`config.mk`:
```
export PLATFORM = sky130hd
export DESIGN_NAME = rotary_encoder_button_events
export DESIGN_NICKNAME = d
export VERILOG_FILES = /design/src/reb_pkg.sv /design/src/reb_core.sv /design/src/rotary_encoder_button_events.sv
export VERILOG_INCLUDE_DIRS = /design/src /design/src/src
export SDC_FILE = /design/constraint.sdc
export NUM_CORES = 1
export LEC_CHECK = 0
export BUFFER_PORTS_ARGS = -buffer_cell sky130_fd_sc_hd__buf_2
export CAP_MARGIN = 10
export CORE_ASPECT_RATIO = 0.7
export CORE_MARGIN = 2
export CORE_UTILIZATION = 30
export DETAILED_ROUTE_END_ITERATION = 7
export GPL_ROUTABILITY_DRIVEN = 0
export PLACE_DENSITY_LB_ADDON = 0.12
export RECOVER_POWER = 25
export SYNTH_ARGS = -nofsm -noshare
export SYNTH_HDL_FRONTEND = slang
export SYNTH_SLANG_ARGS = --single-unit
```
`constraint.sdc`:
```
create_clock -name clk -period 5.9 [get_ports clk]
set_clock_uncertainty 0.05 [all_clocks]
set_input_delay 0.59 -clock clk [delete_from_list [all_inputs] [get_ports clk]]
set_output_delay 0.59 -clock clk [all_outputs]
set_load 0.005 [all_outputs]
```
`src/assert_macros.svh`:
```
// Assertion helpers shared by the RTL files.
// All checks sample on the rising edge of clk and are disabled while rst_n is low.
`ifndef ASSERT_MACROS_SVH
`define ASSERT_MACROS_SVH

// Same-cycle implication: when cond holds, prop must hold.
`define AST_IMPL(label, cond, prop, msg) \
    label: assert property (@(posedge clk) disable iff (!rst_n) (cond) |-> (prop)) \
        else $error(msg);

// Next-cycle implication: when cond holds, prop must hold in the next cycle.
`define AST_NEXT(label, cond, prop, msg) \
    label: assert property (@(posedge clk) disable iff (!rst_n) (cond) |=> (prop)) \
        else $error(msg);

`endif

```
`src/reb_pkg.sv`:
```
`timescale 1ns / 1ps
// ----------------------------------------------------------------------------
// reb_pkg
// Shared types, codes and the quadrature transition table for the rotary
// encoder and push-button event block.
// ----------------------------------------------------------------------------
package reb_pkg;

    // Width of timestamps kept for button timing
    localparam int TIME_WIDTH = 32;
    localparam int IN_TIME_W  = 32;
    localparam int CFG_DATA_W = 16;
    localparam int CFG_IDX_W  = 2;

    typedef enum logic
    {
        CMD_ENCODER = 1'b0,
        CMD_BUTTON  = 1'b1
    } command_t;

    typedef enum logic [2:0]
    {
        EV_CW      = 3'd0,
        EV_CCW     = 3'd1,
        EV_CW_BTN  = 3'd2,
        EV_CCW_BTN = 3'd3,
        EV_CLICK   = 3'd4,
        EV_LONG    = 3'd5
    } event_code_t;

    typedef enum logic [CFG_IDX_W-1:0]
    {
        REG_BUTTON_PRESENT = 2'd0,
        REG_DEBOUNCE_MS    = 2'd1,
        REG_LONG_CLICK_MS  = 2'd2
    } cfg_reg_t;

    localparam logic [CFG_DATA_W-1:0] DEBOUNCE_RESET   = 16'd50;
    localparam logic [CFG_DATA_W-1:0] LONG_CLICK_RESET = 16'd1000;
    localparam logic [1:0]            PINS_RESET       = 2'b11;

    // One pin-change item as held in the input register
    typedef struct packed
    {
        command_t               command;
        logic                   clk_level;
        logic                   dt_level;
        logic                   btn_level;
        logic [IN_TIME_W-1:0]   time_ms;
    } item_t;

    // Configuration register file contents
    typedef struct packed
    {
        logic                   button_present;
        logic [CFG_DATA_W-1:0]  debounce_ms;
        logic [CFG_DATA_W-1:0]  long_click_ms;
    } cfg_t;

    // Result of one pass through the event logic
    typedef struct packed
    {
        logic        valid;
        event_code_t code;
    } result_t;

    // Quadrature transition table: {prev B, prev A, B, A} -> -1, 0 or +1
    function automatic logic signed [3:0] quad_step(input logic [3:0] idx);
        logic signed [3:0] step;
        case (idx)
            4'd1, 4'd7, 4'd8, 4'd14:  step = 4'sd1;
            4'd2, 4'd4, 4'd11, 4'd13: step = -4'sd1;
            default:                  step = 4'sd0;
        endcase
        return step;
    endfunction

endpackage

```
`src/reb_core.sv`:
```
`timescale 1ns / 1ps
// ----------------------------------------------------------------------------
// reb_core
// Decoder state and event logic: quadrature accumulator, button press
// tracking and click timing. Updates state on each fired item.
// ----------------------------------------------------------------------------
`include "assert_macros.svh"

module reb_core
(
    input  logic             clk,
    input  logic             rst_n,
    input  logic             fire,
    input  reb_pkg::item_t   item,
    input  reb_pkg::cfg_t    cfg,
    output reb_pkg::result_t res
);
    import reb_pkg::*;

    logic [1:0]             prev_pins_reg,     prev_pins_next;
    logic signed [3:0]      step_accum_reg,    step_accum_next;
    logic                   btn_pressed_reg,   btn_pressed_next;
    logic [TIME_WIDTH-1:0]  last_btn_time_reg, last_btn_time_next;

    logic [3:0]             idx;
    logic signed [3:0]      sum;
    logic                   held;
    logic [TIME_WIDTH-1:0]  now;
    logic [TIME_WIDTH-1:0]  dur;

    // Hold decoder state
    always_ff @(posedge clk or negedge rst_n)
    begin
        if (!rst_n)
        begin
            prev_pins_reg     <= PINS_RESET;
            step_accum_reg    <= '0;
            btn_pressed_reg   <= 1'b0;
            last_btn_time_reg <= '0;
        end
        else
        begin
            prev_pins_reg     <= prev_pins_next;
            step_accum_reg    <= step_accum_next;
            btn_pressed_reg   <= btn_pressed_next;
            last_btn_time_reg <= last_btn_time_next;
        end
    end

    // Shared terms of the encoder and button paths
    always_comb
    begin
        idx  = {prev_pins_reg, item.dt_level, item.clk_level};
        sum  = step_accum_reg + quad_step(idx);
        held = cfg.button_present && !item.btn_level;
        now  = TIME_WIDTH'(item.time_ms);
        dur  = now - last_btn_time_reg;
    end

    // Advance state and form the result for a fired item
    always_comb
    begin
        prev_pins_next     = prev_pins_reg;
        step_accum_next    = step_accum_reg;
        btn_pressed_next   = btn_pressed_reg;
        last_btn_time_next = last_btn_time_reg;
        res.valid          = 1'b0;
        res.code           = EV_CW;

        if (fire)
        begin
            case (item.command)
                CMD_ENCODER:
                begin
                    prev_pins_next   = idx[1:0];
                    step_accum_next  = sum;
                    btn_pressed_next = 1'b0;
                    if (sum < -4'sd3)
                    begin
                        res.valid       = 1'b1;
                        res.code        = held ? EV_CCW_BTN : EV_CCW;
                        step_accum_next = '0;
                    end
                    else if (sum > 4'sd3)
                    begin
                        res.valid       = 1'b1;
                        res.code        = held ? EV_CW_BTN : EV_CW;
                        step_accum_next = '0;
                    end
                end
                CMD_BUTTON:
                begin
                    if (cfg.button_present)
                    begin
                        if (item.btn_level)
                        begin
                            // Release: classify a pending press by its length
                            if (btn_pressed_reg)
                            begin
                                btn_pressed_next = 1'b0;
                                if (dur >= TIME_WIDTH'(cfg.long_click_ms))
                                begin
                                    res.valid = 1'b1;
                                    res.code  = EV_LONG;
                                end
                                else if (dur >= TIME_WIDTH'(cfg.debounce_ms))
                                begin
                                    res.valid = 1'b1;
                                    res.code  = EV_CLICK;
                                end
                            end
                        end
                        else
                        begin
                            btn_pressed_next = 1'b1;
                        end
                        last_btn_time_next = now;
                    end
                end
                default:
                begin
                    res.valid = 1'b0;
                end
            endcase
        end
    end

    `AST_IMPL(a_accum_range, 1'b1, (step_accum_reg >= -4'sd3) && (step_accum_reg <= 4'sd3), "step accumulator left -3..3")
    `AST_NEXT(a_enc_cancels_press, fire && (item.command == CMD_ENCODER), !btn_pressed_reg, "encoder item did not cancel a pending press")
    `AST_IMPL(a_click_needs_release, res.valid && (res.code == EV_CLICK || res.code == EV_LONG), (item.command == CMD_BUTTON) && item.btn_level && btn_pressed_reg, "click without a release of a pending press")

endmodule

```
`src/rotary_encoder_button_events.sv`:
```
`timescale 1ns / 1ps
// ----------------------------------------------------------------------------
// rotary_encoder_button_events
// Quadrature decoder with push button: turns pin-change items into step,
// click and long-click events.
// ----------------------------------------------------------------------------
// The block takes one pin-change item per clock cycle while the input does
// not stall: the item is registered, passes once through the decoder state
// update, and any event lands in the output register.
// Throughput is one item per cycle while no stall holds, set by the state update in
// reb_core; an item that causes no event leaves nothing on the output.
// The input stalls only while a result sits unread in the output register
// and the registered item behind it also has to move. Configuration writes
// are always ready and should be made while no item is in flight.
`include "assert_macros.svh"

module rotary_encoder_button_events
(
    input  logic                             clk,
    input  logic                             rst_n,
    // Pin-change items
    input  logic                             in_valid,
    output logic                             in_stall,
    input  logic                             command,
    input  logic                             clk_level,
    input  logic                             dt_level,
    input  logic                             btn_level,
    input  logic [reb_pkg::IN_TIME_W-1:0]    time_ms,
    // Events
    output logic                             out_valid,
    input  logic                             out_stall,
    output logic [2:0]                       event_code,
    // Configuration writes
    input  logic                             cfg_valid,
    output logic                             cfg_ready,
    input  logic [reb_pkg::CFG_IDX_W-1:0]    cfg_index,
    input  logic [reb_pkg::CFG_DATA_W-1:0]   cfg_data
);
    import reb_pkg::*;

    cfg_t        cfg_reg,        cfg_next;
    logic        s1_valid_reg,   s1_valid_next;
    item_t       s1_item_reg,    s1_item_next;
    logic        out_valid_reg,  out_valid_next;
    event_code_t out_code_reg,   out_code_next;

    logic        out_free;
    logic        s1_fire;
    logic        in_accept;
    result_t     res;

    // Handshake control
    always_comb
    begin
        out_free  = !out_valid_reg || !out_stall;
        s1_fire   = s1_valid_reg && out_free;
        in_stall  = s1_valid_reg && !out_free;
        in_accept = in_valid && !in_stall;
        cfg_ready = 1'b1;
    end

    // Decode configuration writes
    always_comb
    begin
        cfg_next = cfg_reg;
        if (cfg_valid && cfg_ready)
        begin
            unique case (cfg_index)
                REG_BUTTON_PRESENT: cfg_next.button_present = cfg_data[0];
                REG_DEBOUNCE_MS:    cfg_next.debounce_ms    = cfg_data;
                REG_LONG_CLICK_MS:  cfg_next.long_click_ms  = cfg_data;
                default:            cfg_next                = cfg_reg;
            endcase
        end
    end

    // Load the input register and the output register
    always_comb
    begin
        s1_valid_next  = s1_valid_reg;
        s1_item_next   = s1_item_reg;
        out_valid_next = out_valid_reg;
        out_code_next  = out_code_reg;

        if (in_accept)
        begin
            s1_valid_next          = 1'b1;
            s1_item_next.command   = command_t'(command);
            s1_item_next.clk_level = clk_level;
            s1_item_next.dt_level  = dt_level;
            s1_item_next.btn_level = btn_level;
            s1_item_next.time_ms   = time_ms;
        end
        else if (s1_fire)
        begin
            s1_valid_next = 1'b0;
        end

        if (s1_fire && res.valid)
        begin
            out_valid_next = 1'b1;
            out_code_next  = res.code;
        end
        else if (out_valid_reg && !out_stall)
        begin
            out_valid_next = 1'b0;
        end
    end

    // Hold control and configuration state
    always_ff @(posedge clk or negedge rst_n)
    begin
        if (!rst_n)
        begin
            cfg_reg.button_present <= 1'b1;
            cfg_reg.debounce_ms    <= DEBOUNCE_RESET;
            cfg_reg.long_click_ms  <= LONG_CLICK_RESET;
            s1_valid_reg           <= 1'b0;
            out_valid_reg          <= 1'b0;
        end
        else
        begin
            cfg_reg       <= cfg_next;
            s1_valid_reg  <= s1_valid_next;
            out_valid_reg <= out_valid_next;
        end
    end

    // Hold payload
    always_ff @(posedge clk)
    begin
        s1_item_reg  <= s1_item_next;
        out_code_reg <= out_code_next;
    end

    reb_core u_core
    (
        .clk   (clk),
        .rst_n (rst_n),
        .fire  (s1_fire),
        .item  (s1_item_reg),
        .cfg   (cfg_reg),
        .res   (res)
    );

    assign out_valid  = out_valid_reg;
    assign event_code = out_code_reg;

    `AST_IMPL(a_no_overwrite, s1_fire && res.valid, out_free, "result produced while output register blocked")
    `AST_NEXT(a_stall_holds_item, in_stall, s1_valid_reg && $stable(s1_item_reg), "registered item lost during stall")

endmodule
```
# Word level (Yosys, flattened, before mapping)
# Memories as Yosys holds them, arrays and structs flattened.
# Cells that the tools add are included.
[word_totals] mem_count=1 input_bits=59 rom_bits=64 wordCells=67 out_inout_bits=6 reg_bits=113
[classes] bitwise=1 n_reduce_logical=21 addsub=2 n_mux=20 order_cmp=4 eq_ne=3
[mem_list] memory="(name not given)" words=16 word_bits=4 rd=1 rd_ports_with_merged_regs=0 write_ports=0 line_no="reb_pkg.sv:70" rtl="case (idx)"
[op_table] op="$ge A32 B16 Y1" n=2
[op_table] op="$mux W4" n=10
[op_table] op="$sub A32 B32 Y32" n=1
[op_table] op="$reduce_and A2 Y1" n=5
[op_table] op="$pmux W4 S2" n=1
[op_table] op="$logic_and A1 B1 Y1" n=6
[op_table] op="$mux W1" n=6
[op_table] op="$logic_not A1 Y1" n=5
[op_table] op="$add A4 B4 Y4" n=1
[op_table] op="$gt A4 B3 Y1 const B" n=1
[op_table] op="$lt A4 B3 Y1 const B" n=1
[op_table] op="$mux W2" n=2
[op_table] op="$reduce_bool A2 Y1" n=2
[op_table] op="$reduce_and A3 Y1" n=1
[op_table] op="$eq A2 B1 Y1 const B" n=1
[op_table] op="$eq A2 B2 Y1 const B" n=1
[op_table] op="$logic_not A2 Y1" n=1
[op_table] op="$ne A2 B2 Y1 const B" n=1
[op_table] op="$pmux W1 S2" n=1
[op_table] op="$logic_or A1 B1 Y1" n=1
[op_table] op="$not A1 Y1" n=1

# Depth between registers and ports, before layout
[depth] word_depth=11 mapped_depth=19 mapped_depth_nobuf=19

# Cells and area by module
# Synthesis repeated with hierarchy kept, for this count alone.
[unflattened] hier_cells=710 hier_area_um2=7412.1
[modules_own_cells] module="reb_core" area_each_um2=4780.8 instances=1 cells_each=587 seq_area_each_um2=978.4
[modules_own_cells] module="rotary_encoder_button_events" area_each_um2=2631.3 instances=1 cells_each=123 seq_area_each_um2=2059.5

# Least setup slack after synthesis
# OpenSTA, ideal clock, no wires.
[synth_path] path_type="reg-to-reg" start="register u_core.last_btn_time_reg[0]" end="register out_code_reg[0], in the netlist event_code[0] (enable)" slack_ps=1783 arrival_ps=3803 required_ps=5586 setup_ps=264 synth_period_minus_slack_ps=4117 path_buffers=0 path_stages_with_launch=17 path_cell_list="dfrtp_1 -> ha_1 -> fa_1 -> nor2b_1 -> o2111ai_1 -> a211oi_2 -> nor2_1 -> xnor2_1 -> ha_1 -> o21ai_0 -> nor2_1 -> a2111oi_0 -> o2111ai_1 -> nor4b_2 -> o2111ai_4 -> nor4_4 -> o21ai_1"
[synth_via] elab_chain_len=10 elab_cells_between_ends=11 classes_between="add/sub: 1; order compare: 2; mux: 7; reduce/logical: 1"
[synth_lines] item="from (decl)" line_no="reb_core.sv:23" rtl="logic [TIME_WIDTH-1:0] last_btn_time_reg, last_btn_time_next;"
[synth_lines] item="from (signal assigned)" line_no="reb_core.sv:46" rtl="last_btn_time_reg <= last_btn_time_next;"
[synth_lines] item="$sub A32 B32 Y32 (*)" line_no="reb_core.sv:57" rtl="dur = now - last_btn_time_reg;"
[synth_lines] item="$ge A32 B16 Y1" line_no="reb_core.sv:106" rtl="else if (dur >= TIME_WIDTH'(cfg.debounce_ms))"
[synth_lines] item="$mux W4" line_no="reb_core.sv:106"
[synth_lines] item="$mux W4 (*)" line_no="reb_core.sv:101" rtl="if (dur >= TIME_WIDTH'(cfg.long_click_ms))"
[synth_lines] item="$mux W4 (*)" line_no="reb_core.sv:98" rtl="if (btn_pressed_reg)"
[synth_lines] item="$mux W4 (*)" line_no="reb_core.sv:95" rtl="if (item.btn_level)"
[synth_lines] item="$mux W4 (*)" line_no="reb_core.sv:93" rtl="if (cfg.button_present)"
[synth_lines] item="$pmux W4 S2 (*)" line_no="reb_core.sv:72" rtl="case (item.command)"
[synth_lines] item="$mux W4 (*)" line_no="reb_core.sv:70" rtl="if (fire)"
[synth_lines] item="$logic_and A1 B1 Y1 (*)" line_no="rotary_encoder_button_events.sv:99" rtl="if (s1_fire && res.valid)"
[synth_lines] item="to (signal assigned)" line_no="rotary_encoder_button_events.sv:133" rtl="out_code_reg <= out_code_next;"
[synth_lines] item="to (decl)" line_no="rotary_encoder_button_events.sv:45" rtl="event_code_t out_code_reg, out_code_next;"
# Mark *: on every way between the ends. The rest lies on a longest branch, timed or not.
# A chain may end at the register's enable or synchronous reset.

# Final worst setup path
[layout_path] start="register u_core.last_btn_time_reg[0]" end="register out_code_reg[1], in the netlist event_code[1] (enable)"
# The elaborated chain is that of the path after synthesis.

==> reports/results.tsv <==
metric	value	unit
seqCellArea	3040	um2
period_share	0.834	
setup_viol	0	
cts_tree	done	
largest_reg_flops	36	
dpl_cell_area	7760	um2
synth_ff_type	dfrtp_1	
hp-class	in2reg	
clk_pin_slew	0.06	ns
syn_nets	848	
drt-vias-per-instance	4.88	
period_needed	4.92	ns
fin_nets	902	
synth_top_family_by_area	compound AO/OA/AOI/OAI gates	
clockRootBuffer	clkbuf_16	
dr.pass1.iters	5	
leakage	3.70	nW
layout_commonest_cell	inv_1	
fill_cells	2396	
drive_above_1_share	0.188	
worstPathArrival	5.02	ns
relSlewSlack	-1.79	
wl_per_cell	16.0	um
antenna_found_initial	0	
final_max_slew_viol_count	75	
drt.antenna.violating_nets	0	
synth_edf_count	39	
grt_setup_unrepaired	false	
regToRegSetupSlack	0.98	ns
drt_iter0_markers	408	
grt_max_degree	75	
post_cts_resize_count	0	
maxCapViolCount	1	
ys_ff_latch	113	
rr_worst_depth	16	
worstPathRequired	6.00	ns
io_pins	65	
worstSetupStartpoint	u_core.last_btn_time_reg[0]	
clockBufferDepth	2	
cts_buffers	17	
synthSimpleGateAreaFrac	0.120	
synthXorXnorAreaFrac	0.0304	
grt-ovfl-total	0	
cts_max_level	4	
initial_core_util	0.305	
multiInputGateArea	3710	um2
num_rows	47	
clock-sinks	113	
insertion_delay	0.42	ns
avgSynthCellArea	9.99	um2
tightest_slew	4.18	ns
critPathKind	reg2reg	
synth_mux_area_frac	0.0622	
die_y	133	um
ys_warn_count	0	
synth_cell_types	72	
synth_area	7170	um2
clock.fmax	203	MHz
grt_pass1_vias	5365	
crit_fanout	5	
drt-total-wl	17600	um
worstSetupEndpointType	flip-flop	
drc	0	
seq_area_frac_synth	0.424	
dieArea	25200	um2
synth_adder_area_share	0.128	
reg2reg_to	event_code[1]	
portBuffers	63	
final_cell_area	8400	um2
cp-start-kind	flip-flop	
via_count	5374	
areaGrowthSynthToFinish	17.2	%
syn_inst	717	
violations	capacitance limit, slew limit	
endpoint	event_code[1]	
synth_compound_area_frac	0.176	
dp_hpwl	13600	um
layout_common_cells	inv_1 (78), ha_1 (70), nand2_1 (65)	
status	finished, violations left	
die_width	189	um
cts_hold_buf	0	
r2r-start	u_core.last_btn_time_reg[0]	
fp.coreArea	23500	um2
n_antenna_cell	0	
hold_viol	0	
power.density	553	nW/um2
synthArstFlopShare	0.655	
grt_pass1_wl	28700	um
tns	0	ns
cts_setup_buffers	0	
ir_drop	241	uV
globalRouteTotalUtil	0.147	
==> cell type report <==
| type | instances | share of cell area |
|---|---|---|
| multi-input cells | 497 | 0.442 |
| inverters | 78 | 0.0349 |
| well taps | 318 | 0.0474 |
| flip-flops and latches | 113 | 0.362 |
| clock inverters | 6 | 0.0107 |
| clock buffers | 26 | 0.0659 |
| repair buffers | 64 | 0.0377 |
==> cells in the mapped netlist (all sizes together) (17+ instances only) <==
| master | count | area (um2) |
|---|---|---|
| inv | 78 | 293 |
| ha | 70 | 876 |
| nand2 | 65 | 244 |
| dfrtp | 62 | 1550 |
| o21ai | 59 | 295 |
| a21oi | 44 | 224 |
| edfxtp | 39 | 1170 |
| mux2 | 34 | 383 |
| nor2 | 27 | 101 |
| clkbuf | 24 | 91.3 |
| xnor2 | 18 | 165 |
| nand4 | 17 | 113 |
==> logic make-up after synthesis <==
group / count (synthesis)
buffers and inverters: 107
AOI/OAI and AO/OA: 192
other: 1
DFF: 113
muxes: 39
adders and majority gates: 72
and+or+nand+nor: 169
xor gates and xnor gates: 24
==> worst min path at each step <==
stage | from | slack, ns | end | depth (start not counted)
detailed placement | s1_item_reg[5] | 0.43 | u_core.last_btn_time_reg[5] | 2
floorplan | rst_n | 0.24 | cfg_reg[0] | 0
finish | time_ms[2] | 0.29 | s1_item_reg[2] | 1
global placement | u_core.last_btn_time_reg[0] | 0.42 | u_core.last_btn_time_reg[0] | 2
global route | time_ms[0] | 0.27 | s1_item_reg[0] | 1
CTS | time_ms[2] | 0.27 | s1_item_reg[2] | 1
==> critical path, stage by stage, from the launching register on <==
cell,delay (ns)
dfrtp_1,0.39
ha_1,0.22
fa_1,0.41
nor2b_1,0.18
o2111ai_1,0.27
a211oi_2,0.46
nor2_1,0.11
xnor2_1,0.22
ha_1,0.28
o21ai_0,0.14
nor2_1,0.06
a2111oi_0,0.44
o2111ai_1,0.21
nor4b_2,0.41
o2111ai_4,0.23
nor4_4,0.38
o21ai_1,0.17
==> stage by stage <==
step	instances	setup slack, ns	hold WS (ns)	power, W	util
final	1102	0.979	0.292	0.00464	0.357
after global placement	1070	1.24	0.420	0.00351	0.330
after CTS	1102	1.03	0.270	0.00469	0.357
after global routing	1102	0.543	0.267	0.00507	0.357
after floorplan	717	1.78	0.244	0.00291	-
after detailed placement	1070	1.08	0.432	0.00356	0.330
==> routing by layer <==
layer / GRT usage / share of wire / vias up
met1: 0.222 / 0.55 / 2566
met3: 0.0408 / 0.045 / 10
li1: - / - / 2688
met5: 0 / 0 / -
met2: 0.207 / 0.40 / 110
met4: 0.0365 / 0.0094 / 0
==> power breakdown <==
group,internal [W],switching [W]
logic,0.000960,0.00147
registers,0.00103,0.0000881
clock network,0.000732,0.000359
No activity file was read; power rests on OpenSTA's default activity.
